`src/rtl/cpcm_pkg.sv`:
```
package cpcm_pkg;

    localparam int FRAC_BITS     = 16;
    localparam int CORDIC_STAGES = 18;

    localparam int CW     = 32;
    localparam int SQW    = CW + 1;
    localparam int RADW   = 2 * SQW;
    localparam int REMW   = SQW + 4;
    localparam int QW     = FRAC_BITS + 4;
    localparam int NUMW   = CW + FRAC_BITS;
    localparam int DW     = SQW + QW - 1;
    localparam int ANGW   = FRAC_BITS + 2;
    localparam int ANG_FRAC = 30;
    localparam int ANG_SH = ANG_FRAC - FRAC_BITS;
    localparam int XW     = CW + 4;
    localparam int ZW     = ANG_FRAC + 4;
    localparam int IDXW   = $clog2(CORDIC_STAGES);
    localparam int LATENCY = 5 + SQW + QW;
    localparam int ADLY   = LATENCY - 3 - CORDIC_STAGES;

    localparam logic [ZW-1:0] PI_Q30      = ZW'(64'd3373259426);
    localparam logic [ZW-1:0] HALF_PI_Q30 = ZW'(64'd1686629713);
    localparam logic [QW-1:0] ONE_Q       = QW'(64'd1 << FRAC_BITS);
    localparam logic [QW-1:0] SAT_Q       = QW'(64'd9 << FRAC_BITS);
    localparam logic [QW-1:0] RAD_SAT     = QW'(64'd1 << (QW - 1));
    localparam logic [ANGW-1:0] PI_OUT    =
        ANGW'((64'd3373259426 + (64'd1 << (ANG_SH - 1))) >> ANG_SH);

    typedef enum logic [1:0] {
        A_NORM,
        A_ZERO,
        A_PI,
        A_HALF
    } t_aspec;

    typedef struct packed {
        logic            vld;
        logic [RADW-1:0] rad;
        logic [REMW-1:0] rem;
        logic [SQW-1:0]  root;
    } t_sq;

    typedef struct packed {
        logic            vld;
        logic [NUMW-1:0] rem;
        logic [DW-1:0]   dsh;
        logic [QW-1:0]   q;
        logic            ovf;
        logic [SQW-1:0]  root;
    } t_dv;

    typedef struct packed {
        logic signed [XW-1:0] x;
        logic signed [XW-1:0] y;
        logic signed [ZW-1:0] z;
        t_aspec               spec;
    } t_cor;

    function automatic logic signed [ZW-1:0] atan_q30(input logic [IDXW-1:0] i);
        logic [31:0] v;
        case (5'(i))
            5'd0:  v = 32'd843314857;
            5'd1:  v = 32'd497837829;
            5'd2:  v = 32'd263043837;
            5'd3:  v = 32'd133525159;
            5'd4:  v = 32'd67021687;
            5'd5:  v = 32'd33543516;
            5'd6:  v = 32'd16775851;
            5'd7:  v = 32'd8388437;
            5'd8:  v = 32'd4194283;
            5'd9:  v = 32'd2097149;
            5'd10: v = 32'd1048576;
            5'd11: v = 32'd524288;
            5'd12: v = 32'd262144;
            5'd13: v = 32'd131072;
            5'd14: v = 32'd65536;
            5'd15: v = 32'd32768;
            5'd16: v = 32'd16384;
            5'd17: v = 32'd8192;
            5'd18: v = 32'd4096;
            5'd19: v = 32'd2048;
            5'd20: v = 32'd1024;
            5'd21: v = 32'd512;
            5'd22: v = 32'd256;
            5'd23: v = 32'd128;
            5'd24: v = 32'd64;
            5'd25: v = 32'd32;
            5'd26: v = 32'd16;
            5'd27: v = 32'd8;
            5'd28: v = 32'd4;
            5'd29: v = 32'd2;
            5'd30: v = 32'd1;
            default: v = 32'd0;
        endcase
        return $signed({{(ZW-32){1'b0}}, v});
    endfunction

endpackage

```
`src/rtl/cpcm_div_cell.sv`:
```
module cpcm_div_cell (
    input  logic          i_clk,
    input  logic          i_rst_n,
    input  cpcm_pkg::t_dv i_d,
    output cpcm_pkg::t_dv o_d
);
    import cpcm_pkg::*;

    t_dv           r_d;
    t_dv           n_d;
    logic [DW-1:0] rem_x;
    logic          ge;

    always_comb begin
        rem_x    = DW'(i_d.rem);
        ge       = rem_x >= i_d.dsh;
        n_d      = i_d;
        n_d.dsh  = i_d.dsh >> 1;
        n_d.q    = {i_d.q[QW-2:0], ge};
        n_d.rem  = ge ? NUMW'(rem_x - i_d.dsh) : i_d.rem;
    end

    always_ff @(posedge i_clk) begin
        if (!i_rst_n) begin
            r_d <= '0;
        end else begin
            r_d <= n_d;
        end
    end

    assign o_d = r_d;

endmodule

```
`config.mk`:
```
export PLATFORM = sky130hd
export DESIGN_NAME = cpcm_div_cell
export DESIGN_NICKNAME = d
export VERILOG_FILES = /design/src/rtl/cpcm_pkg.sv /design/src/rtl/cpcm_div_cell.sv
export SDC_FILE = /design/constraint.sdc
export NUM_CORES = 1
export LEC_CHECK = 0
export BUFFER_PORTS_ARGS = -buffer_cell sky130_fd_sc_hd__buf_2
export CAP_MARGIN = 25
export CELL_PAD_IN_SITES_DETAIL_PLACEMENT = 2
export CELL_PAD_IN_SITES_GLOBAL_PLACEMENT = 2
export CORE_UTILIZATION = 29
export DETAILED_ROUTE_END_ITERATION = 10
export PLACE_DENSITY_LB_ADDON = 0.1
export SLEW_MARGIN = 10
export SYNTH_ARGS = -nofsm -noshare
export SYNTH_HDL_FRONTEND = slang
export SYNTH_SLANG_ARGS = --single-unit
export TNS_END_PERCENT = 30
```
`constraint.sdc`:
```
create_clock -name i_clk -period 7.5 [get_ports i_clk]
set_clock_uncertainty 0.2 [all_clocks]
set_input_delay 0.75 -clock i_clk [delete_from_list [all_inputs] [get_ports i_clk]]
set_output_delay 0.75 -clock i_clk [all_outputs]
set_load 0.005 [all_outputs]
```
Word-level counts from Yosys, hierarchy flattened
Cells that the tools add are included.
Widths: inputs -> output; s select.

operators by class
  $add $sub $neg = 1
  magnitude comparators = 1
  muxes and demuxes = 1

operator list
  operator        number
  $ge 48x52->1    1
  $mux 48         1
  $sub 48x48->48  1

word-level totals
  bits in registers = 155
  input port bits = 157
  output and inout port bits = 155
  logic and storage cells = 10

Depth between registers and ports, before layout
  depth after elaboration = 2
  depth in mapped cells = 14

Worst setup path after synthesis
OpenSTA, ideal clock, no wires.

  kind = input to register
  start = input i_d[106] (netlist name)
  end = register r_d, in the netlist o_d[145]
  library setup time = 0.117 ns
  arrival = 3.107 ns
  data required time = 7.183 ns
  path slack = 4.076 ns
  cell stages on the path = 14
  cell sequence = inv_1 -> ha_1 -> fa_1 -> nor2b_1 -> o2111ai_1 -> nand2_1 -> a21oi_4 -> o21a_1 -> a2111oi_2 -> o21a_1 -> buf_6 -> buf_6 -> nor2_4 -> a22o_1

between the ends
  longest elaborated chain between the ends = 2
  elaborated cells between the ends (all ways) = 3
  classes of those cells = 1 x add/sub; 1 x order compare; 1 x mux

ends and longest elaborated chain
  element                                         RTL line                                  RTL
  start: declaration                              cpcm_div_cell.sv:4                        input cpcm_pkg::t_dv i_d,
  $sub 48x48->48 or $ge 48x52->1 (tied branches)  cpcm_div_cell.sv:20, cpcm_div_cell.sv:16
  $mux 48 (*)                                     cpcm_div_cell.sv:20                       n_d.rem = ge ? NUMW'(rem_x - i_d.dsh) : i_d.rem;
  end signal: assignment                          cpcm_div_cell.sv:27                       r_d <= n_d;
  end: declaration                                cpcm_div_cell.sv:9                        t_dv r_d;

Every way passes the cells marked *; elsewhere a longest branch is shown, timed or not.
A chain may end at the register's enable or synchronous reset.

Worst setup path in the final report
  start = input i_d[106] (netlist name)
  end = register r_d, in the netlist o_d[138]

Same word-level chain as after synthesis.

==> metrics <==
Netlist cell types=66; routed wire length=27,370 um; Max Cap Viol=0; RSZ-0062 raised after global routing=false; Clock Root Buffer=clkbuf_16; crit path buf inv count=3; ys async rst share=0%; worst min path class=in -> reg; antenna violations before repair=1; DPL Wire Length=21,560 um; worst hold endpoint=o_d[37]$_SDFF_PN0_; Slew headroom=39.49%; DRC=0; final std cells w/o fill=1,497; Routability Congestion=0.8074; Final setup viols=0; Cells after Synth=861; CTS Buf Count=17; Hold Vio Cnt, Final=0; layout cells sized above 1=30.62%; largest net degree at the start of global routing=67; Worst Path Arrival=4.59 ns; #FFs+latches synth=154; global-route wire length before repair=42,370 um; drt first pass iters=5; initial core utilization=29.67%; max reg flops=154; P&R area growth vs syn=31.90%; # rows=58; final critical-path required period=4.434 ns; Min-Delay Path Depth=2; clk sink count=154; Worst VDD drop=0.0001150 V; Via density=4.805; register area share after synthesis=41.03%; Post-CTS Resized=0; worst endpoint required time=7.65 ns; status=finished clean; CTS Buffer Depth=2; CP endpoint kind=register; syn nets=1,067; CP peak stage delay=0.78 ns; I/O Pins=312; vias in the first global route=7,849; Pwr Density=225.9 mW/mm^2; setup TNS=0 ns; Worst Max-Slew Pin Slew=0.9077 ns; Clock transition at path regs=0.08 ns; die area=0.02656 sq mm; Final Cycle Share=59.12%; placed insts=1,464; port buffer count=309; critical path type=in -> reg; CTS tree=yes; main flop type after synthesis=dfxtp_1; Max H-tree Level=4; Worst path slowest cell=o21a_2; synth warn=0; fillers=2,935; Synth Cell Area=0.007515 sq mm; syn_area_per_cell=8.728 sq um; die height=163.0 um; via count=7,193; CP delay by family, top=compound AO/OA/AOI/OAI gates; Peak Freq=0.2255 GHz; starting DRC count in detailed routing=181; Die Wd=163.0 um; DR WL/cell=18.28 um; CTS Hold Buffers Added=0; Routed Antenna Nets=0; CP Launch Type=input port; static leakage=4.914 nW; Post-CTS Setup Inserts=0; Final Max Tran Viols=0; Layout Nets=1,359; core footprint=0.02533 sq mm; total gr overflow=0; worst path cell trace=buf_2, inv_1, ha_1, fa_1, nor2b_1, o2111ai_1, nand2_1, a21oi_4, o21a_1, a2111oi_2, o21a_2, buf_4, nand3_1, a21oi_1; crit path max fanout=27; Post-synth EDFFs=0; GRT Total Usage=20.68%; hold path start=i_d[36]
[cell type report]
cell class / instances / area (sq um) / area share, %
well taps: 330 / 412.9 / 4.166
diodes: 1 / 2.502 / 0.02525
multi-input cells: 601 / 3969 / 40.04
flip-flops and latches: 154 / 3083 / 31.10
clock inverters: 15 / 197.7 / 1.994
inverters: 67 / 252.7 / 2.550
repair buffers: 312 / 1569 / 15.83
clock buffers: 17 / 425.4 / 4.292
[worst max-delay path by stage]
stage | from | to | slack (ns) | depth (start not counted)
6_report | i_d[106] | o_d[138]$_SDFF_PN0_ | 3.07 | 14
5_1_grt | i_d[106] | o_d[151]$_SDFF_PN0_ | 2.75 | 14
4_1_cts | i_d[106] | o_d[138]$_SDFF_PN0_ | 3.01 | 14
3_5_place_dp | i_d[68] | o_d[138]$_SDFF_PN0_ | 2.60 | 12
3_3_place_gp | i_d[68] | o_d[151]$_SDFF_PN0_ | 2.60 | 12
2_1_floorplan | i_d[106] | o_d[145]$_SDFF_PN0_ | 4.08 | 14
[stage by stage]
stage               setup slack (ns)  hold WS, ns  power (W)  cell area (sq um)  utilization (%)
floorplan                      4.076       0.6669   0.001166               7515                -
global placement               2.605       0.7554   0.001326               9286            36.67
detailed placement             2.597       0.7610   0.001338               9286            36.67
CTS                            3.015       0.2991   0.002277               9910            39.13
global route                   2.753       0.3076   0.002353               9912            39.14
finish                         3.066       0.3137   0.002239               9912            39.14
[cell usage in the layout, fill, tap and decap left out, types with 17 or more instances in the layout]
| cell type | count |
|---|---|
| dfxtp_1 | 154 |
| clkbuf_16 | 17 |
| mux2i_1 | 37 |
| a21o_1 | 22 |
| xnor2_1 | 23 |
| ha_1 | 48 |
| inv_1 | 66 |
| buf_2 | 309 |
| and2_1 | 63 |
| nand2_1 | 48 |
| a21oi_1 | 67 |
| o21ai_0 | 31 |
| nor2_1 | 105 |
[report_power, final]
part	total [W]	switching, W	internal [W]
Sequential	0.000873	0.0000102	0.000863
Combinational	0.000443	0.000255	0.000188
Clock	0.000923	0.000440	0.000483
Total	0.00224	0.000705	0.00153
[Yosys cell counts, types with 8 or more instances]
cell / count / area [sq um]
a21o_1: 22 / 165.2
mux2i_1: 37 / 370.4
nor2_1: 105 / 394.1
nand4_1: 14 / 87.58
xnor2_1: 23 / 201.4
nand2_1: 48 / 180.2
clkbuf_1: 20 / 75.07
a31oi_1: 9 / 56.30
xor2_1: 16 / 140.1
nand3_1: 12 / 60.06
a21oi_1: 67 / 335.3
o21ai_0: 31 / 155.2
ha_1: 48 / 600.6
and2_1: 63 / 394.1
o21bai_1: 10 / 75.07
nor4_1: 9 / 56.30
dfxtp_1: 154 / 3083
inv_1: 66 / 247.7
buf_2: 8 / 40.04
[layer usage]
layer,track usage (%),wire (um),up-vias
met5,0,0,-
met4,5.777,298,0
met3,3.438,1237,20
met2,39.44,14380,194
met1,23.31,11450,3449
li1,-,-,3530
[logic make-up (layout without fill, tap and decap cells)]
logic type | count (synthesis) | count (layout) | synth area share [%]
DFF | 154 | 154 | 41.03
and+or+nand+nor | 283 | 283 | 18.33
other | 1 | 2 | 0.04990
buffers and inverters | 106 | 411 | 6.177
xor gates and xnor gates | 39 | 39 | 4.545
AOI/OAI and AO/OA | 192 | 192 | 16.68
adders and majority gates | 49 | 49 | 8.258
muxes | 37 | 37 | 4.928
Power figures use the tool's default switching activity.
