===== config.mk =====
export PLATFORM = sky130hd
export DESIGN_NAME = cpcm_cordic_cell
export DESIGN_NICKNAME = d
export VERILOG_FILES = /design/src/rtl/cpcm_pkg.sv /design/src/rtl/cpcm_cordic_cell.sv
export SDC_FILE = /design/constraint.sdc
export NUM_CORES = 1
export LEC_CHECK = 0
export BUFFER_PORTS_ARGS = -buffer_cell sky130_fd_sc_hd__buf_2
export CAP_MARGIN = 20
export CORE_ASPECT_RATIO = 1.2
export CORE_MARGIN = 2
export CORE_UTILIZATION = 52
export CTS_CLUSTER_DIAMETER = 120
export DETAILED_ROUTE_END_ITERATION = 8
export GPL_ROUTABILITY_DRIVEN = 0
export PLACE_DENSITY_LB_ADDON = 0.15
export SETUP_SLACK_MARGIN = 0.5
export SLEW_MARGIN = 20
export SYNTH_ARGS = -nofsm -noshare
export SYNTH_HDL_FRONTEND = slang
export SYNTH_SLANG_ARGS = --single-unit
export TNS_END_PERCENT = 30

===== constraint.sdc =====
create_clock -name i_clk -period 17 [get_ports i_clk]
set_input_delay 2.55 -clock i_clk [delete_from_list [all_inputs] [get_ports i_clk]]
set_output_delay 2.55 -clock i_clk [all_outputs]
set_load 0.01 [all_outputs]

===== src/rtl/cpcm_pkg.sv =====
package cpcm_pkg;

    localparam int FRAC_BITS     = 16;
    localparam int CORDIC_STAGES = 18;

    localparam int CW     = 32;
    localparam int SQW    = CW + 1;
    localparam int RADW   = 2 * SQW;
    localparam int REMW   = SQW + 4;
    localparam int QW     = FRAC_BITS + 4;
    localparam int NUMW   = CW + FRAC_BITS;
    localparam int DW     = SQW + QW - 1;
    localparam int ANGW   = FRAC_BITS + 2;
    localparam int ANG_FRAC = 30;
    localparam int ANG_SH = ANG_FRAC - FRAC_BITS;
    localparam int XW     = CW + 4;
    localparam int ZW     = ANG_FRAC + 4;
    localparam int IDXW   = $clog2(CORDIC_STAGES);
    localparam int LATENCY = 5 + SQW + QW;
    localparam int ADLY   = LATENCY - 3 - CORDIC_STAGES;

    localparam logic [ZW-1:0] PI_Q30      = ZW'(64'd3373259426);
    localparam logic [ZW-1:0] HALF_PI_Q30 = ZW'(64'd1686629713);
    localparam logic [QW-1:0] ONE_Q       = QW'(64'd1 << FRAC_BITS);
    localparam logic [QW-1:0] SAT_Q       = QW'(64'd9 << FRAC_BITS);
    localparam logic [QW-1:0] RAD_SAT     = QW'(64'd1 << (QW - 1));
    localparam logic [ANGW-1:0] PI_OUT    =
        ANGW'((64'd3373259426 + (64'd1 << (ANG_SH - 1))) >> ANG_SH);

    typedef enum logic [1:0] {
        A_NORM,
        A_ZERO,
        A_PI,
        A_HALF
    } t_aspec;

    typedef struct packed {
        logic            vld;
        logic [RADW-1:0] rad;
        logic [REMW-1:0] rem;
        logic [SQW-1:0]  root;
    } t_sq;

    typedef struct packed {
        logic            vld;
        logic [NUMW-1:0] rem;
        logic [DW-1:0]   dsh;
        logic [QW-1:0]   q;
        logic            ovf;
        logic [SQW-1:0]  root;
    } t_dv;

    typedef struct packed {
        logic signed [XW-1:0] x;
        logic signed [XW-1:0] y;
        logic signed [ZW-1:0] z;
        t_aspec               spec;
    } t_cor;

    function automatic logic signed [ZW-1:0] atan_q30(input logic [IDXW-1:0] i);
        logic [31:0] v;
        case (5'(i))
            5'd0:  v = 32'd843314857;
            5'd1:  v = 32'd497837829;
            5'd2:  v = 32'd263043837;
            5'd3:  v = 32'd133525159;
            5'd4:  v = 32'd67021687;
            5'd5:  v = 32'd33543516;
            5'd6:  v = 32'd16775851;
            5'd7:  v = 32'd8388437;
            5'd8:  v = 32'd4194283;
            5'd9:  v = 32'd2097149;
            5'd10: v = 32'd1048576;
            5'd11: v = 32'd524288;
            5'd12: v = 32'd262144;
            5'd13: v = 32'd131072;
            5'd14: v = 32'd65536;
            5'd15: v = 32'd32768;
            5'd16: v = 32'd16384;
            5'd17: v = 32'd8192;
            5'd18: v = 32'd4096;
            5'd19: v = 32'd2048;
            5'd20: v = 32'd1024;
            5'd21: v = 32'd512;
            5'd22: v = 32'd256;
            5'd23: v = 32'd128;
            5'd24: v = 32'd64;
            5'd25: v = 32'd32;
            5'd26: v = 32'd16;
            5'd27: v = 32'd8;
            5'd28: v = 32'd4;
            5'd29: v = 32'd2;
            5'd30: v = 32'd1;
            default: v = 32'd0;
        endcase
        return $signed({{(ZW-32){1'b0}}, v});
    endfunction

endpackage


===== src/rtl/cpcm_cordic_cell.sv =====
module cpcm_cordic_cell (
    input  logic                      i_clk,
    input  logic [cpcm_pkg::IDXW-1:0] i_idx,
    input  cpcm_pkg::t_cor            i_d,
    output cpcm_pkg::t_cor            o_d
);
    import cpcm_pkg::*;

    t_cor                 r_d;
    t_cor                 n_d;
    logic signed [XW-1:0] xs;
    logic signed [XW-1:0] ys;
    logic signed [ZW-1:0] at;

    always_comb begin
        xs       = i_d.x >>> i_idx;
        ys       = i_d.y >>> i_idx;
        at       = atan_q30(i_idx);
        n_d.spec = i_d.spec;
        if (i_d.y > 0) begin
            n_d.x = i_d.x + ys;
            n_d.y = i_d.y - xs;
            n_d.z = i_d.z + at;
        end else begin
            n_d.x = i_d.x - ys;
            n_d.y = i_d.y + xs;
            n_d.z = i_d.z - at;
        end
    end

    always_ff @(posedge i_clk) begin
        r_d <= n_d;
    end

    assign o_d = r_d;

endmodule


Word level (Yosys, flattened, before mapping). Memory sizes are Yosys's and may differ from the RTL's. Index checks and enable logic that the tools add are counted.

Register bits: 108. ROM bits: 960. Output and inout bits: 108. Word-level logic and storage cells: 15. Memories: 1.

$add $sub $neg: 6. Magnitude comparators: 1. Shift operators: 2. Multiplexer cells: 1.

Memories: (no name shown) (depth 32, width 30, read ports 1, clocked after memory_dff 0, write ports 0, line cpcm_pkg.sv:62) `case (5'(i))`.

Operators by type and width (count): $mux W106 (1); $add A36 B36 Y36 (2); $sshr A36 B5 Y36 (2); $sub A36 B36 Y36 (2); $gt A36 B1 Y1 const B (1); $add A34 B33 Y34 (1); $sub A34 B33 Y34 (1).

Depth between registers and ports, before layout.
Word-level depth: 3. Mapped depth: 29. Mapped depth without buffers: 23.

Worst setup path before layout. OpenSTA, ideal clock, no wires.

Kind: input to register. Start: input i_idx[1] (netlist name). End: register r_d, in the netlist o_d[35]. Setup time: 120 ps. Arrival: 8536 ps. Data required time: 16880 ps. Slack: 8344 ps. Stages on the path: 28. Buffers on the path: 6. Cell sequence: buf_2 buf_4 clkinv_1 buf_1 clkbuf_1 ha_1 clkbuf_1 o21ai_0 a21o_1 a22oi_1 and3_1 nand4_1 or3_1 or3_1 o21a_1 clkbuf_1 xor2_1 ha_1 a21o_1 a21o_1 a21o_1 a21oi_1 o21ai_0 nor4_1 o21ai_0 a31o_2 a21oi_1 xnor2_1.

RTL lines: start, declared (line cpcm_cordic_cell.sv:3) `input logic [cpcm_pkg::IDXW-1:0] i_idx,`; end signal, assigned (line cpcm_cordic_cell.sv:32) `r_d <= n_d;`; end, declared (line cpcm_cordic_cell.sv:9) `t_cor r_d;`.

==> summary.md <==
| Metric | Value |
|---|---|
| Top sig layer | `met4` |
| PwrDens | `between 80 and 90 nW/µm²` |
| Crit path buf inv count | `2` |
| Die height | `193.9 µm` |
| Cell Chain, Critical Path | `buf_6 -> buf_4 -> mux4_1 -> mux2i_1 -> o21ai_0 -> a211oi_1 -> nand4_1 -> or4_1 -> nor3_1 -> nor2_1 -> mux2i_1 -> o22ai_1 -> ha_1 -> a21o_1 -> a21o_1 -> a21oi_1 -> nor2b_1 -> o21ai_0 -> o22ai_1 -> o41ai_1 -> o21ai_0 -> o41ai_1 -> xor2_1` |
| Synth top area share | `0.1384` |
| Starting density of the core | `0.5277` |
| Startpoint Class | `primary input` |
| First-pass GRT wire length | `approximately 86 mm` |
| Synth top cells by count | `168 x nand2_1, 148 x nor2_1, 143 x a21oi_1` |
| CORE AREA | `29,610 µm²` |
| Async SR Flop Fraction | `0` |
| Slew HR | `0.2229` |
| DR DRC count | `14` |
| Slowest cell on crit path | `buf_4` |
| Total net switching power | `0.6577 mW` |
| Switching share of total power | `0.4350` |
| CTS H-tree lvls | `3` |
| Drt via density | `6.792` |
| Routed Antenna Nets | `0` |
| Peak ir drop on the vdd network | `just under 0.00005 V` |
| DP Area | `around 17,000 µm²` |
| Post-CTS Hold Buffers | `0` |
| Vias in the first global route | `~16,000` |
| Register share of total power | `0.254` |
| Post-route cell area | `17,090 µm²` |
| MaxCap Viol Count | `0` |
| DR WL met2 | `25.08 mm` |
| Tot Pwr | `1.512 mW` |
| Tightest Pin Transition | `~1200 ps` |
| Largest net degree at the start of global routing | `70` |
| Final setup fails | `0` |
| Tot GR Track Use | `0.3453` |
| Max reg flops | `108` |
| Initial antenna violation count | `1` |
| IO Pins | `222` |
| CTS clk-pin slew, worst paths | `80 ps` |
| Critical Path RT | `17,320 ps` |
| Finished Core Util | `0.5770` |
| Most common cell on crit path | `o21ai_0` |
| Crit-path max FO | `68` |
| Met1 wire length | `~21 mm` |
| Metal3 WL | `6.260 mm` |
| Drt initial violations | `2,002` |
| Crit share post-route | `0.5766` |
| Mapped Cells | `~1,900` |
| CP max stage delay | `810 ps` |
| Top cells by area, synth | `dfxtp_1 14%, mux4_2 12%, ha_1 9.2%` |
| Worst EP arrival | `slightly above 10,000 ps` |
| Post-synth EDFFs | `0` |
| DRT Wirelength | `55.69 mm` |
| Worst Hold Class | `in2reg` |
| Via count | `between 15,000 and 20,000` |
| Filler cells | `2,773` |
| Clock root buffer | `clkbuf_16` |
| Initial DRT Pass Iterations | `9` |
| NumNets Final | `approximately 2,300` |
| Clock Sinks | `108` |
| Hold Vio Cnt, Final | `0` |
| Critical path type | `in2reg` |
| FP Rows | `roughly 70` |
| Share of layout cells above drive strength 1 | `0.1979` |
| Final hold slack | `2264 ps` |
| DR WL/cell | `between 20 and 25 µm` |
| Post-Synthesis Cell Area | `around 16,000 µm²` |
| RSZ-0062 raised after global routing | `false` |
| Largest delay share family, worst path | `compound AO/OA/AOI/OAI gates` |
| Clock power share | `0.149` |
| Post_cts resized | `0` |
| Layout area overhead | `9.344%` |
| Top-count cell post-synth | `nand2_1` |
| Gate power share | `0.597` |
| Violated checks | `DRC` |
| Num CTS Buffers | `9` |
| Internal power | `approximately 0.85 mW` |
| Final min period | `9802 ps` |
| Die area | `31,460 µm²` |
| Final setup TNS | `0 ps` |
| Slew Viols, Final | `0` |
| Post-DP HPWL | `approximately 41 mm` |
| Syn_nets | `2,128` |
| GRT overflow | `0` |
| Post-Syn Area per Cell | `a little over 8 µm²` |
| Static Leak | `between 7 and 8 nW` |
| CTS tree | `yes` |
| Ys Warns | `0` |
| Dominant cell type by area after synthesis | `dfxtp_1` |
| IO buf count | `221` |
| Register bit total from synthesis | `108` |
| Post-CTS setup buffers | `0` |
| Peak Freq | `102.0 MHz` |
| Status | `finished, violations left` |
| Endpoint type of the worst setup path | `flop` |
| Max clock buf depth | `2` |
| Synth unique cells | `between 80 and 90` |
| Top_reg_cell synth | `dfxtp_1` |
| Die width | `162.2 µm` |
| Part of the Yosys area used for sequential elements | `0.1384` |
kinds of logic after synthesis:
kind of cell    Yosys count  share of synthesized area
buf+inv                 161                    0.05044
mux                     181                     0.1952
fa+ha+maj               118                    0.09592
compound gates          595                     0.2487
flops                   108                     0.1384
simple gates            559                     0.1738
xor+xnor                174                    0.09753
area by class of cell:
class | instances | area [µm²] | area share
Multi-Input combinational cell | 1627 | 12690 | 0.7430
Sequential cell | 108 | 2162 | 0.1265
Clock inverter | 7 | 81.33 | 0.004760
Antenna cell | 1 | 2.502 | 0.0001465
Inverter | 54 | 202.7 | 0.01186
Tap cell | 390 | 488.0 | 0.02856
Clock buffer | 9 | 225.2 | 0.01318
Timing Repair Buffer | 236 | 1230 | 0.07198
routing by layer:
metal	track usage	up-vias
li1	-	7472
met5	0	-
met1	0.4182	7657
met2	0.5511	1106
met3	0.09305	282
met4	0.1973	0
power groups by stage:
| stage | Sequential [mW] | Combinational (mW) | Clock [mW] |
|---|---|---|---|
| floorplan | 0.451 | 0.555 | 0 |
| global placement | 0.389 | 0.870 | 0 |
| detailed placement | 0.390 | 0.880 | 0 |
| CTS | 0.385 | 0.885 | 0.233 |
| global route | 0.394 | 0.979 | 0.242 |
| finish | 0.383 | 0.903 | 0.226 |
per-stage QoR:
step	setup WS (ps)	std cells
finish	7198	2432
global route	6633	2432
CTS	7396	2431
detailed placement	7023	2415
global placement	7231	2415
floorplan	8344	1896
cells in the final DEF, fill, tap and decap left out, types with 17 or more instances in the layout:
cell	count
nor3_1	33
o211ai_1	20
o22ai_1	29
xor2_1	69
mux2_2	34
buf_2	218
mux2i_1	55
xnor2_1	105
nand2b_1	27
a21oi_1	143
and2_1	18
ha_1	115
o21bai_1	19
mux4_2	80
o21a_1	22
a31oi_1	26
nand3_1	44
nor2b_1	22
nor2_1	147
buf_4	17
a211oi_1	23
a21o_1	44
inv_1	50
dfxtp_1	108
o21ai_0	133
nand2_1	168
worst paths after layout:
| check | from | end | depth (start not counted) |
|---|---|---|---|
| max | i_idx[0] | o_d[107]$_DFF_P_ | 23 |
| min | i_d[1] | o_d[1]$_DFF_P_ | 1 |
(Power assumes the default switching activity.)
