==> config.mk <==
export PLATFORM = sky130hd
export DESIGN_NAME = cpcm_sqrt_cell
export DESIGN_NICKNAME = d
export VERILOG_FILES = /design/src/rtl/cpcm_pkg.sv /design/src/rtl/cpcm_sqrt_cell.sv
export SDC_FILE = /design/constraint.sdc
export NUM_CORES = 1
export LEC_CHECK = 0
export ABC_AREA = 0
export BUFFER_PORTS_ARGS = -buffer_cell sky130_fd_sc_hd__buf_2
export CELL_PAD_IN_SITES_DETAIL_PLACEMENT = 2
export CELL_PAD_IN_SITES_GLOBAL_PLACEMENT = 2
export CORE_MARGIN = 10
export CORE_UTILIZATION = 28
export CTS_CLUSTER_SIZE = 14
export DETAILED_ROUTE_END_ITERATION = 8
export GPL_TIMING_DRIVEN = 0
export PLACE_DENSITY_LB_ADDON = 0.1
export SYNTH_ARGS = -nofsm -noshare
export SYNTH_HDL_FRONTEND = slang
export SYNTH_SLANG_ARGS = --single-unit
==> constraint.sdc <==
create_clock -name i_clk -period 5.7 [get_ports i_clk]
set_input_delay 0.855 -clock i_clk [delete_from_list [all_inputs] [get_ports i_clk]]
set_output_delay 0.855 -clock i_clk [all_outputs]
set_load 0.02 [all_outputs]
==> src/rtl/cpcm_pkg.sv <==
package cpcm_pkg;

    localparam int FRAC_BITS     = 16;
    localparam int CORDIC_STAGES = 18;

    localparam int CW     = 32;
    localparam int SQW    = CW + 1;
    localparam int RADW   = 2 * SQW;
    localparam int REMW   = SQW + 4;
    localparam int QW     = FRAC_BITS + 4;
    localparam int NUMW   = CW + FRAC_BITS;
    localparam int DW     = SQW + QW - 1;
    localparam int ANGW   = FRAC_BITS + 2;
    localparam int ANG_FRAC = 30;
    localparam int ANG_SH = ANG_FRAC - FRAC_BITS;
    localparam int XW     = CW + 4;
    localparam int ZW     = ANG_FRAC + 4;
    localparam int IDXW   = $clog2(CORDIC_STAGES);
    localparam int LATENCY = 5 + SQW + QW;
    localparam int ADLY   = LATENCY - 3 - CORDIC_STAGES;

    localparam logic [ZW-1:0] PI_Q30      = ZW'(64'd3373259426);
    localparam logic [ZW-1:0] HALF_PI_Q30 = ZW'(64'd1686629713);
    localparam logic [QW-1:0] ONE_Q       = QW'(64'd1 << FRAC_BITS);
    localparam logic [QW-1:0] SAT_Q       = QW'(64'd9 << FRAC_BITS);
    localparam logic [QW-1:0] RAD_SAT     = QW'(64'd1 << (QW - 1));
    localparam logic [ANGW-1:0] PI_OUT    =
        ANGW'((64'd3373259426 + (64'd1 << (ANG_SH - 1))) >> ANG_SH);

    typedef enum logic [1:0] {
        A_NORM,
        A_ZERO,
        A_PI,
        A_HALF
    } t_aspec;

    typedef struct packed {
        logic            vld;
        logic [RADW-1:0] rad;
        logic [REMW-1:0] rem;
        logic [SQW-1:0]  root;
    } t_sq;

    typedef struct packed {
        logic            vld;
        logic [NUMW-1:0] rem;
        logic [DW-1:0]   dsh;
        logic [QW-1:0]   q;
        logic            ovf;
        logic [SQW-1:0]  root;
    } t_dv;

    typedef struct packed {
        logic signed [XW-1:0] x;
        logic signed [XW-1:0] y;
        logic signed [ZW-1:0] z;
        t_aspec               spec;
    } t_cor;

    function automatic logic signed [ZW-1:0] atan_q30(input logic [IDXW-1:0] i);
        logic [31:0] v;
        case (5'(i))
            5'd0:  v = 32'd843314857;
            5'd1:  v = 32'd497837829;
            5'd2:  v = 32'd263043837;
            5'd3:  v = 32'd133525159;
            5'd4:  v = 32'd67021687;
            5'd5:  v = 32'd33543516;
            5'd6:  v = 32'd16775851;
            5'd7:  v = 32'd8388437;
            5'd8:  v = 32'd4194283;
            5'd9:  v = 32'd2097149;
            5'd10: v = 32'd1048576;
            5'd11: v = 32'd524288;
            5'd12: v = 32'd262144;
            5'd13: v = 32'd131072;
            5'd14: v = 32'd65536;
            5'd15: v = 32'd32768;
            5'd16: v = 32'd16384;
            5'd17: v = 32'd8192;
            5'd18: v = 32'd4096;
            5'd19: v = 32'd2048;
            5'd20: v = 32'd1024;
            5'd21: v = 32'd512;
            5'd22: v = 32'd256;
            5'd23: v = 32'd128;
            5'd24: v = 32'd64;
            5'd25: v = 32'd32;
            5'd26: v = 32'd16;
            5'd27: v = 32'd8;
            5'd28: v = 32'd4;
            5'd29: v = 32'd2;
            5'd30: v = 32'd1;
            default: v = 32'd0;
        endcase
        return $signed({{(ZW-32){1'b0}}, v});
    endfunction

endpackage

==> src/rtl/cpcm_sqrt_cell.sv <==
module cpcm_sqrt_cell (
    input  logic          i_clk,
    input  logic          i_rst_n,
    input  cpcm_pkg::t_sq i_d,
    output cpcm_pkg::t_sq o_d
);
    import cpcm_pkg::*;

    t_sq             r_d;
    t_sq             n_d;
    logic [REMW-1:0] rem_sh;
    logic [REMW-1:0] trial;

    always_comb begin
        rem_sh    = {i_d.rem[REMW-3:0], i_d.rad[RADW-1 -: 2]};
        trial     = {2'b00, i_d.root, 2'b01};
        n_d.vld   = i_d.vld;
        n_d.rad   = {i_d.rad[RADW-3:0], 2'b00};
        if (rem_sh >= trial) begin
            n_d.rem  = rem_sh - trial;
            n_d.root = {i_d.root[SQW-2:0], 1'b1};
        end else begin
            n_d.rem  = rem_sh;
            n_d.root = {i_d.root[SQW-2:0], 1'b0};
        end
    end

    always_ff @(posedge i_clk) begin
        if (!i_rst_n) begin
            r_d <= '0;
        end else begin
            r_d <= n_d;
        end
    end

    assign o_d = r_d;

endmodule

## Word level (Yosys, flattened, before mapping)

Index checks and enable logic that the tools add are counted.

| operators by class | value |
|---|---|
| mux-type cells | 1 |
| magnitude comparators | 1 |
| bitwise gates (word level) | 0 |
| add/subtract/negate cells | 1 |
| divide/modulo/power cells | 0 |
| shift-type cells | 0 |
| multipliers | 0 |
| reductions and logical operators | 0 |
| equality and inequality tests | 0 |

Operators with widths:

| kind | number |
|---|---|
| two-way mux 70 bit | 1 |
| >= comparator 37 x 35 -> 1 bit | 1 |
| subtractor 37 x 35 -> 37 bit | 1 |

| storage, ports and cells | value |
|---|---|
| bits in read-only memories | 0 |
| memories | 0 |
| bits in writable memories | 0 |
| output and inout port bits | 137 |
| logic and storage cells | 8 |
| input port bits | 139 |
| bits in registers | 137 |
| latch bits | 0 |

## Longest topological paths before layout

Gate-level depths: netlist (run 1).

| depth | value |
|---|---|
| depth after elaboration | 2 |
| depth in mapped cells | 13 |
| depth with buffers taken out | 10 |

## Worst setup path after synthesis (run 1)

OpenSTA, ideal clock, no wires.

| path | value |
|---|---|
| path kind | input to register |
| start | input i_d[9] (netlist name) |
| end | register r_d (netlist bit o_d[63]) |
| path buffers | 0 |
| slack | 2.560 ns |
| data required time | 5.638 ns |
| library setup time | 0.062 ns |
| arrival | 3.079 ns |
| cell stages on the path | 10 |
| cell sequence | inv_1 -> ha_1 -> nand4_1 -> nor3_2 -> a211oi_2 -> nor2_1 -> a31oi_2 -> o41a_1 -> or4_1 -> nand3_1 |

| between the ends | value |
|---|---|
| longest elaborated chain between the ends | 2 |
| elaborated cells on any way between the ends | 3 |
| classes of those cells | 1 x add/sub; 1 x order compare; 1 x mux |

Ends and longest elaborated chain:

| what | line | text |
|---|---|---|
| start: declaration | cpcm_sqrt_cell.sv:4 | `input cpcm_pkg::t_sq i_d,` |
| subtractor 37 x 35 -> 37 bit or >= comparator 37 x 35 -> 1 bit (tied branches) | cpcm_sqrt_cell.sv:20, cpcm_sqrt_cell.sv:19 |  |
| two-way mux 70 bit * | cpcm_sqrt_cell.sv:19 | `if (rem_sh >= trial) begin` |
| end signal: assignment | cpcm_sqrt_cell.sv:32 | `r_d <= n_d;` |
| end: declaration | cpcm_sqrt_cell.sv:9 | `t_sq r_d;` |

Every way passes the cells marked *; elsewhere a longest branch is shown, timed or not.
A chain may end at the register's enable or synchronous reset.

## Final worst setup path (run 1)

| path | value |
|---|---|
| start | input i_d[1] (netlist name) |
| end | register r_d (netlist bit o_d[53]) |

The elaborated chain is that of the path after synthesis.

==> qor.txt, run 1 <==
result of the run: finished, final reports clean
final routed DRC violation total: 0
maximum number of pins on one net before global-route repair: 17
number of storage elements in the synthesis netlist: 135
worst vdd rail ir drop: 0.1805 mV
Filler Cells Inserted: 2,492
Vias/cell: 4.670
Post-Synthesis Cells: 694
pre-CTS setup slack: 1446 ps
area of the die: 27,490 sq um
routed wirelength normalized by instance count: 19.83 um
worst-path fanout max: 10
Largest register FFs: 135
First DRT Iteration DRCs: 187
stage delay of the slowest cell on the critical path: 580 ps
post-layout min period: 3804 ps
internal power component: 0.001861 W
number of antenna violations at the first check in global routing: 4
last weighted congestion value of the routability-driven placer: 0.8024
number of enable flip-flop cells after synthesis: 0
site row count: 53
worst hold path type: in -> reg
final hold violation count: 0
transition at the pin with the smallest max-transition slack: 773.4 ps
Overall Global Routing Usage: 0.1794
CTS Buf Count: 17
fin crit share: 0.6673
DRT antenna net count: 0
final setup slack of the worst path: 1896 ps
cell at the slowest stage of the critical path: sky130_fd_sc_hd__a211oi_2
normalized max-slew margin: 0.4844
cell-by-cell trace of the critical path: buf_2, inv_1, ha_1, nor3_1, a211oi_2, a211oi_2, nor2_1, a31oi_2, o41a_1, buf_2, buf_4, nand2_1, a21oi_1
layout cell share with drive strength beyond 1: 0.3220
Synth Flop Type: sky130_fd_sc_hd__dfxtp_1
Final Instance Count excl. Fillers: 1,274
syn_area_per_cell: 8.578 sq um
starting density of the core: 0.2841
Final setup violation count: 0
H-tree lvl count: 4
net switching share of the total power: 0.3265
post-synthesis cell area: 5953 sq um
final-layout setup total negative slack: 0 ps
required time of the worst setup path: 6040 ps
Reg power frac: 0.373
half-perimeter wire length after detailed placement: 20.41 mm
Warnings, synthesis: 0
setup repair after global routing missed its margin: false
Core Box Area: 20,960 sq um
number of hold-repair buffers added at the cts stage: 0
number of search-and-repair iterations in the first detailed-routing pass: 4
arrival time of data at the critical path endpoint: 4140 ps
via count: 5,950
total power per unit cell area: 334.7 nW/um^2
CP Capture Type: flop
global-route wire length before repair: 39.34 mm
Routed WL: 25.27 mm
launching element type of the critical path: primary input
Post-synth ARST share: 0
Multi-input gate area: 2918 sq um
sequential fraction of the synthesis area: 0.4540
portion of total power attributed to the clock network: 0.413
CTS Buffer Depth: 2
number of max-cap violations: 0
die boundary height: 165.8 um
boundary pin count: 276
TritonCTS clock tree: built
aggregate global routing overflow: 0
number of nets in the layout: 1,158
Clk pin slew, worst setup/hold paths: 70 ps
I/O Buffers: 270
P&R area growth vs syn: 38.69%
via count of the first global-routing pass: 6,495
proportion of power drawn by combinational gates: 0.214
number of sinks handled by clock tree synthesis: 135
NetSw: 0.0009024 W
post-CTS setup buffer count: 0
sequential standard cell area: 2703 sq um
highest attainable clock frequency: 0.2629 GHz
Cell Count Post-Placement: 1,240
Leakage: 4.144 nW
# resized after CTS: 0
distinct cell type count of the synthesized netlist: 52
clock root buffer: sky130_fd_sc_hd__clkbuf_16
Final Max Tran Viols: 0
Horiz. Die Dim: 165.8 um
Critical Setup Path Class: in -> reg
## layout by cell type (no fill, tap or decap), types with 7 or more instances in the layout
cell and count:
sky130_fd_sc_hd__a21oi_1 56, sky130_fd_sc_hd__ha_1 35, sky130_fd_sc_hd__buf_2 277, sky130_fd_sc_hd__xor2_1 10, sky130_fd_sc_hd__o21ai_0 26, sky130_fd_sc_hd__xnor2_1 15
sky130_fd_sc_hd__nand3_1 19, sky130_fd_sc_hd__nor2_1 58, sky130_fd_sc_hd__a211oi_1 11, sky130_fd_sc_hd__nand2_1 75, sky130_fd_sc_hd__clkbuf_16 17, sky130_fd_sc_hd__clkbuf_1 21
sky130_fd_sc_hd__dfxtp_1 135, sky130_fd_sc_hd__nor3_1 9, sky130_fd_sc_hd__o21a_1 8, sky130_fd_sc_hd__inv_1 50, sky130_fd_sc_hd__nand4_1 8, sky130_fd_sc_hd__a21o_1 11
sky130_fd_sc_hd__and2_1 67, sky130_fd_sc_hd__o211ai_1 7
## critical path: cells and delay by family
| family | cells | cell delay (ps) |
|---|---|---|
| compound gates | 5 | 1670 |
| fa+ha+maj | 1 | 390 |
| buf+inv | 4 | 700 |
| simple gates | 3 | 510 |
## metal layers
| metal | part of all wire | GRT usage |
|---|---|---|
| met1 | 0.44 | 0.2106 |
| met2 | 0.49 | 0.3087 |
| met3 | 0.062 | 0.05584 |
| met4 | 0.013 | 0.04777 |
| met5 | 0.0011 | 0 |
## layout make-up
| cell class | count | area share |
|---|---|---|
| Clock buffer | 17 | 0.05152 |
| Clock inverter | 15 | 0.02106 |
| Timing Repair Buffer | 270 | 0.1637 |
| Antenna cell | 2 | 0.0006062 |
| Multi-Input combinational cell | 476 | 0.3534 |
| Inverter | 51 | 0.02319 |
| Tap cell | 275 | 0.04167 |
| Sequential cell | 135 | 0.3273 |
| Buffer | 33 | 0.01758 |
## final timing paths
path | from | to | slack (ps) | depth (start not counted)
worst max-delay path | i_d[1] | o_d[53] | 1900 | 13
worst min-delay path | i_d[81] | o_d[83] | 630 | 2
## per-stage QoR
step / cell area, sq um / total power [W] / util / hold slack [ps]
detailed placement: 7652 / 0.001651 / 0.3652 / 1066
global route: 8257 / 0.002917 / 0.3940 / 619.3
floorplan: 5957 / 0.001420 / - / 976.7
CTS: 8252 / 0.002808 / 0.3938 / 618.1
global placement: 7652 / 0.001636 / 0.3652 / 1055
finish: 8257 / 0.002763 / 0.3940 / 633.7
## power by group through the flow
stage          Sequential, W  Combinational [W]  Clock [W]
2_1_floorplan        0.00115           0.000272          0
3_3_place_gp         0.00105           0.000586          0
3_5_place_dp         0.00105           0.000597          0
4_1_cts              0.00103           0.000602    0.00117
5_1_grt              0.00104           0.000657    0.00122
6_report             0.00103           0.000591    0.00114
## cell usage after synthesis, drive strengths merged (11+ instances only)
master  instances  area [sq um]
and2           68         425.4
clkbuf         22         83.83
nand3          19         95.09
dfxtp         135          2703
ha             35         437.9
a21o           11         82.58
a21oi          56         280.3
buf            11         61.30
a211oi         13         107.6
xnor2          15         131.4
inv            51         191.4
o21ai          27         135.1
nand2          75         281.5
nor2           58         217.7
## cells by family after synthesis
logic type | Yosys count | share of synthesized area
adder cells (fa/ha/maj) | 35 | 0.07356
XOR/XNOR | 25 | 0.03678
AO/OA/AOI/OAI | 149 | 0.1580
AND/OR/NAND/NOR | 263 | 0.2171
other | 1 | 0.0006299
buffers and inverters | 84 | 0.05653
multiplexers | 2 | 0.003363
flip-flops | 135 | 0.4540
No activity file was read; power rests on OpenSTA's default activity.
==> run 2: changes to the inputs <==
- CORE_UTILIZATION: 28 -> 23
- clock period: 5.7 -> 3.41 ns (I/O delays scaled with it)
==> run 2 against run 1 <==
Net effect: utilization down 6.2 points; clock-buffer cell count unchanged; sequential share of layout area down 0.58 points; power up 68%; via count down 1.1%; sequential cell count unchanged; clock power up 68%; largest power group unchanged.
==> qor.txt, run 2 (synthesized netlist as in run 1, its figures left out) <==
result of the run: finished, final reports clean
number of max-cap violations: 0 (unchanged)
launching element type of the critical path: primary input
Largest register FFs: 135 (unchanged)
half-perimeter wire length after detailed placement: 21.00 mm (+2.9%)
worst hold path type: in -> reg
pre-CTS setup slack: -695.7 ps (-2142 ps)
total power per unit cell area: 553.5 nW/um^2 (+65%)
CTS Buffer Depth: 2 (unchanged)
number of antenna violations at the first check in global routing: 5 (+1)
CTS Buf Count: 17 (unchanged)
met3 demand-to-capacity share in global routing: 0.05834 (+0.002497)
worst path buffer plus inverter count: 4 (unchanged)
Clk pin slew, worst setup/hold paths: 70 ps (about the same)
site row count: 58 (+9.4%)
cell-by-cell trace of the critical path: buf_2, inv_1, ha_1, nand4_1, o221ai_2, a211oi_4, buf_4, nor2_1, a31oi_2, o41a_1, buf_4, or4_1, nand3_1
post-layout min period: 3256 ps
Final Max Tran Viols: 0 (unchanged)
I/O Buffers: 270 (unchanged)
global-route wire length before repair: 40.77 mm (+3.6%)
Core Box Area: 25,330 sq um (+21%)
GRT busiest layer: met2
setup repair after global routing missed its margin: true
stage delay of the slowest cell on the critical path: 520 ps (-60 ps)
CP Capture Type: flop
final setup slack of the worst path: 154.4 ps (-1742 ps)
via count of the first global-routing pass: 6,588 (+1.4%)
First DRT Iteration DRCs: 139 (-26%)
number of sinks handled by clock tree synthesis: 135 (unchanged)
Final Instance Count excl. Fillers: 1,335 (+4.8%)
final hold violation count: 0 (unchanged)
required time of the worst setup path: 3770 ps (-2270 ps)
boundary pin count: 276 (unchanged)
fin crit share: 0.9547
Critical Setup Path Class: in -> reg
area of the die: 32,720 sq um (+19%)
die boundary height: 180.9 um (+9.1%)
critical path's most frequent cell: sky130_fd_sc_hd__buf_4
final-layout setup total negative slack: 0 ps (unchanged)
worst vdd rail ir drop: 0.2313 mV (+28%)
Leakage: 4.198 nW (+1.3%)
Horiz. Die Dim: 180.9 um (+9.1%)
met1 Use GR: 0.1825 (-0.02815)
DRT antenna net count: 0 (unchanged)
arrival time of data at the critical path endpoint: 3620 ps (-520 ps)
cell at the slowest stage of the critical path: sky130_fd_sc_hd__or4_1
last weighted congestion value of the routability-driven placer: 0.7598 (-5.3%)
Crit path max-delay family: simple AND/OR/NAND/NOR gates
routed wirelength normalized by instance count: 19.71 um (-0.64%)
H-tree lvl count: 4 (unchanged)
Final setup violation count: 0 (unchanged)
Vias/cell: 4.407 (-5.6%)
starting density of the core: 0.2351 (-0.04904)
number of search-and-repair iterations in the first detailed-routing pass: 4 (unchanged)
maximum number of pins on one net before global-route repair: 17 (unchanged)
Overall Global Routing Usage: 0.1586 (-0.02083)
transition at the pin with the smallest max-transition slack: 792.8 ps (+19.38 ps)
Cell Count Post-Placement: 1,295 (+4.4%)
worst-path fanout max: 7 (-3)
most common cell after layout, fill and taps aside: sky130_fd_sc_hd__buf_2
number of hold-repair buffers added at the cts stage: 0 (unchanged)
layout cell share with drive strength beyond 1: 0.3303 (+0.008373)
TritonCTS clock tree: built
aggregate global routing overflow: 0 (unchanged)
normalized max-slew margin: 0.4715 (-0.01292)
number of nets in the layout: 1,163 (+0.43%)
most used cells in the layout excluding fill and tap cells: sky130_fd_sc_hd__buf_2, sky130_fd_sc_hd__dfxtp_1, sky130_fd_sc_hd__nand2_1, sky130_fd_sc_hd__and2_1, sky130_fd_sc_hd__nor2_1
global routing usage on met2: 0.2722 (-0.03644)
highest attainable clock frequency: 0.3072 GHz
Routed WL: 26.31 mm (+4.1%)
Worst Hold Margin: 277.3 ps (-356.3 ps)
via count: 5,884 (-1.1%)
area post-placement: 7721 sq um (+0.90%)
post-route standard cell area excluding fillers: 8407 sq um (+1.8%)
clock root buffer: sky130_fd_sc_hd__clkbuf_16
Filler Cells Inserted: 2,964 (+19%)
final routed DRC violation total: 0 (unchanged)
P&R area growth vs syn: 41.21%
==> run 2: changes by cell type in the layout (fill, tap and decap cells not counted), moves of 2 or more <==
cell,previous run,this run
sky130_fd_sc_hd__clkbuf_2,1,3
sky130_fd_sc_hd__buf_2,277,273
sky130_fd_sc_hd__clkbuf_1,21,19
sky130_fd_sc_hd__clkbuf_4,0,3
sky130_fd_sc_hd__inv_8,4,6
sky130_fd_sc_hd__buf_4,3,9
==> run 2: what timing repair did <==
item	CTS	global route
endpoints found under the setup margin	20	32
buffers inserted	2	3
resized for setup	1	13
pin swaps	1	3
==> run 2: final timing paths <==
check | endpoint | depth (start not counted) | slack, ps | start
worst max-delay path | o_d[67] | 13 | 150 | i_d[10]
worst min-delay path | o_d[121] | 2 | 280 | i_d[119]
==> run 2: cell type report <==
type / instances / area [sq um] / area share
inverters: 51 / 191.4 / 0.02277
clock inverters: 15 / 172.7 / 0.02054
flip-flops and latches: 135 / 2703 / 0.3215
diodes: 3 / 7.507 / 0.0008930
repair buffers: 275 / 1389 / 0.1652
plain buffers: 33 / 157.7 / 0.01875
multi-input cells: 476 / 2948 / 0.3506
clock buffers: 17 / 425.4 / 0.05060
well taps: 330 / 412.9 / 0.04911
==> run 2: stage by stage <==
| step | power (W) | utilization |
|---|---|---|
| finish | 0.004653 | 0.3319 |
| global route | 0.004940 | 0.3317 |
| CTS | 0.004743 | 0.3294 |
| detailed placement | 0.002765 | 0.3049 |
| global placement | 0.002753 | 0.3049 |
| floorplan | 0.002374 | - |
==> run 2: per-layer routing <==
metal / vias to the layer above / routed length [um]
met1: 2758 / 11300
met5: - / 27
li1: 2924 / -
met2: 180 / 12690
met4: 4 / 193
met3: 18 / 2103
==> run 2: power by group <==
group / leakage [nW] / internal (W) / switching [W]
Clock: 0.290 / 0.00105 / 0.000873
Sequential: 1.13 / 0.00170 / 0.0000252
Combinational: 2.78 / 0.000376 / 0.000631
==> run 3: changes to the inputs <==
- clock period: 3.41 -> 2.9 ns (I/O delays scaled with it)
==> run 3 against run 2 <==
Net effect: clock-buffer cell count unchanged; critical path type unchanged; hold slack got worse by 77 ps; sequential share of layout area is 0.52 points lower; routed wire length rose by 0.64%; clock power is 18% higher; global-route usage rose by 0.10 points; largest cell class unchanged; critical endpoint is now o_d[68]; via count increased by 0.17%; first-iteration DRC count is 6.5% higher; sequential power is 17% higher; die area unchanged; setup slack better by 14 ps.
==> qor.txt, run 3 (synthesized netlist as in run 1, its figures left out) <==
Largest register FFs: 135 (unchanged)
via count of the first global-routing pass: 6,634 (+0.70%)
Critical Setup Path Class: in -> reg
worst hold path type: in -> reg
Final Max Tran Viols: 0 (unchanged)
worst vdd rail ir drop: 0.2720 mV (+18%)
Reg power frac: 0.367 (-0.003)
uppermost routed layer: met5
normalized max-slew margin: 0.4581 (-0.01334)
detailed-route wire length on metal 1: 11.29 mm (about the same)
TritonCTS clock tree: built
highest attainable clock frequency: 0.3661 GHz
Horiz. Die Dim: 180.9 um (unchanged)
Core Box Area: 25,330 sq um (unchanged)
most used cells in the layout excluding fill and tap cells: sky130_fd_sc_hd__buf_2, sky130_fd_sc_hd__dfxtp_1, sky130_fd_sc_hd__nand2_1, sky130_fd_sc_hd__and2_1, sky130_fd_sc_hd__nor2_1
arrival time of data at the critical path endpoint: 3090 ps (-530 ps)
number of nets in the layout: 1,165 (+0.17%)
boundary pin count: 276 (unchanged)
setup repair after global routing missed its margin: false
Clk pin slew, worst setup/hold paths: 70 ps (about the same)
Cell Count Post-Placement: 1,295 (unchanged)
First DRT Iteration DRCs: 148 (+6.5%)
launching element type of the critical path: primary input
required time of the worst setup path: 3260 ps (-510 ps)
fin crit share: 0.9418
I/O Buffers: 270 (unchanged)
area of the die: 32,720 sq um (unchanged)
most common cell after layout, fill and taps aside: sky130_fd_sc_hd__buf_2
via count: 5,894 (+0.17%)
number of max-cap violations: 0 (unchanged)
post-layout min period: 2731 ps
final routed DRC violation total: 0 (unchanged)
wire length on met3: 2.167 mm (+3.0%)
worst-path fanout max: 5 (-2)
CTS Buf Count: 17 (unchanged)
Routed WL: 26.48 mm (+0.64%)
half-perimeter wire length after detailed placement: 21.00 mm (unchanged)
number of search-and-repair iterations in the first detailed-routing pass: 4 (unchanged)
net switching share of the total power: 0.3298 (+0.001073)
portion of total power attributed to the clock network: 0.411 (-0.003)
site row count: 58 (unchanged)
layout cell share with drive strength beyond 1: 0.3506 (+0.02026)
transition at the pin with the smallest max-transition slack: 812.8 ps (+20.02 ps)
NetSw: 0.001819 W (+19%)
CTS Buffer Depth: 2 (unchanged)
CP Capture Type: flop
Leakage: 4.231 nW (+0.79%)
result of the run: finished, final reports clean
routed length on met2: 12.80 mm (+0.88%)
Overall Global Routing Usage: 0.1596 (+0.001005)
number of antenna violations at the first check in global routing: 5 (unchanged)
aggregate global routing overflow: 0 (unchanged)
final hold violation count: 0 (unchanged)
total power per unit cell area: 645.5 nW/um^2 (+17%)
number of sinks handled by clock tree synthesis: 135 (unchanged)
internal power component: 0.003697 W (+18%)
maximum number of pins on one net before global-route repair: 17 (unchanged)
clock root buffer: sky130_fd_sc_hd__clkbuf_16
final setup slack of the worst path: 168.7 ps (+14.30 ps)
Vias/cell: 4.408 (about the same)
die boundary height: 180.9 um (unchanged)
routed wirelength normalized by instance count: 19.80 um (+0.49%)
DRT antenna net count: 0 (unchanged)
proportion of power drawn by combinational gates: 0.222 (+0.006)
P&R area growth vs syn: 43.53%
H-tree lvl count: 4 (unchanged)
Final Instance Count excl. Fillers: 1,337 (+0.15%)
global-route wire length before repair: 41.01 mm (+0.59%)
pre-CTS setup slack: -1129 ps (-433.5 ps)
last weighted congestion value of the routability-driven placer: 0.7598 (unchanged)
starting density of the core: 0.2351 (unchanged)
Final setup violation count: 0 (unchanged)
==> run 3: changes by cell type in the layout (fill, tap and decap cells not counted), sizes merged <==
cell / delta
buf: +5
clkbuf: -3
==> run 3: what timing repair did <==
item,in CTS,in global routing
setup endpoints to repair,38,32
setup buffers,9,0
pin swaps,5,4
hold buffers,0,0
gates resized for setup,15,27
==> run 3: worst max-delay path, cell delays in order <==
cell and delay [ps]:
sky130_fd_sc_hd__buf_2 80, sky130_fd_sc_hd__inv_1 50, sky130_fd_sc_hd__ha_1 370, sky130_fd_sc_hd__a21oi_2 240
sky130_fd_sc_hd__o221ai_4 150, sky130_fd_sc_hd__a211oi_4 330, sky130_fd_sc_hd__buf_4 210, sky130_fd_sc_hd__o221ai_1 290
sky130_fd_sc_hd__o21ai_2 260, sky130_fd_sc_hd__o31ai_1 110, sky130_fd_sc_hd__a211oi_2 330, sky130_fd_sc_hd__mux2i_1 230
==> run 3: layer usage <==
layer | global-route usage | vias up
met4 | 0.03904 | 4
met1 | 0.1833 | 2760
li1 | - | 2928
met5 | 0 | -
met3 | 0.05834 | 17
met2 | 0.2747 | 185
==> run 3: power groups by stage <==
stage | logic, W | registers, W | clock network (W)
finish | 0.00123 | 0.00202 | 0.00227
global route | 0.00137 | 0.00204 | 0.00244
CTS | 0.00122 | 0.00203 | 0.00235
detailed placement | 0.00118 | 0.00207 | 0
global placement | 0.00117 | 0.00206 | 0
floorplan | 0.000534 | 0.00226 | 0
==> run 3: through the flow <==
stage	total power, W	hold WS (ps)	area, sq um	setup TNS, ps	util
floorplan	0.002792	556.7	5957	0	-
global placement	0.003237	640.8	7721	-32930	0.3049
CTS	0.005601	184.2	8433	0	0.3330
global route	0.005849	183.5	8539	0	0.3372
finish	0.005516	200.0	8544	0	0.3374
detailed placement	0.003252	646.0	7721	-34020	0.3049
==> run 3: final timing paths <==
kind / from / endpoint / cells past startpoint
worst max-delay path: i_d[6] / o_d[68] / 12
worst min-delay path: i_d[119] / o_d[121] / 2
==> run 3: layout make-up <==
| cell class | instances | area (sq um) |
|---|---|---|
| Clock inverter | 15 | 172.7 |
| Inverter | 51 | 191.4 |
| Fill cell | 2945 | 16780 |
| Clock buffer | 17 | 425.4 |
| Sequential cell | 135 | 2703 |
| Tap cell | 330 | 412.9 |
| Antenna cell | 3 | 7.507 |
| Multi-Input combinational cell | 476 | 3060 |
| Buffer | 31 | 152.6 |
| Timing Repair Buffer | 279 | 1419 |
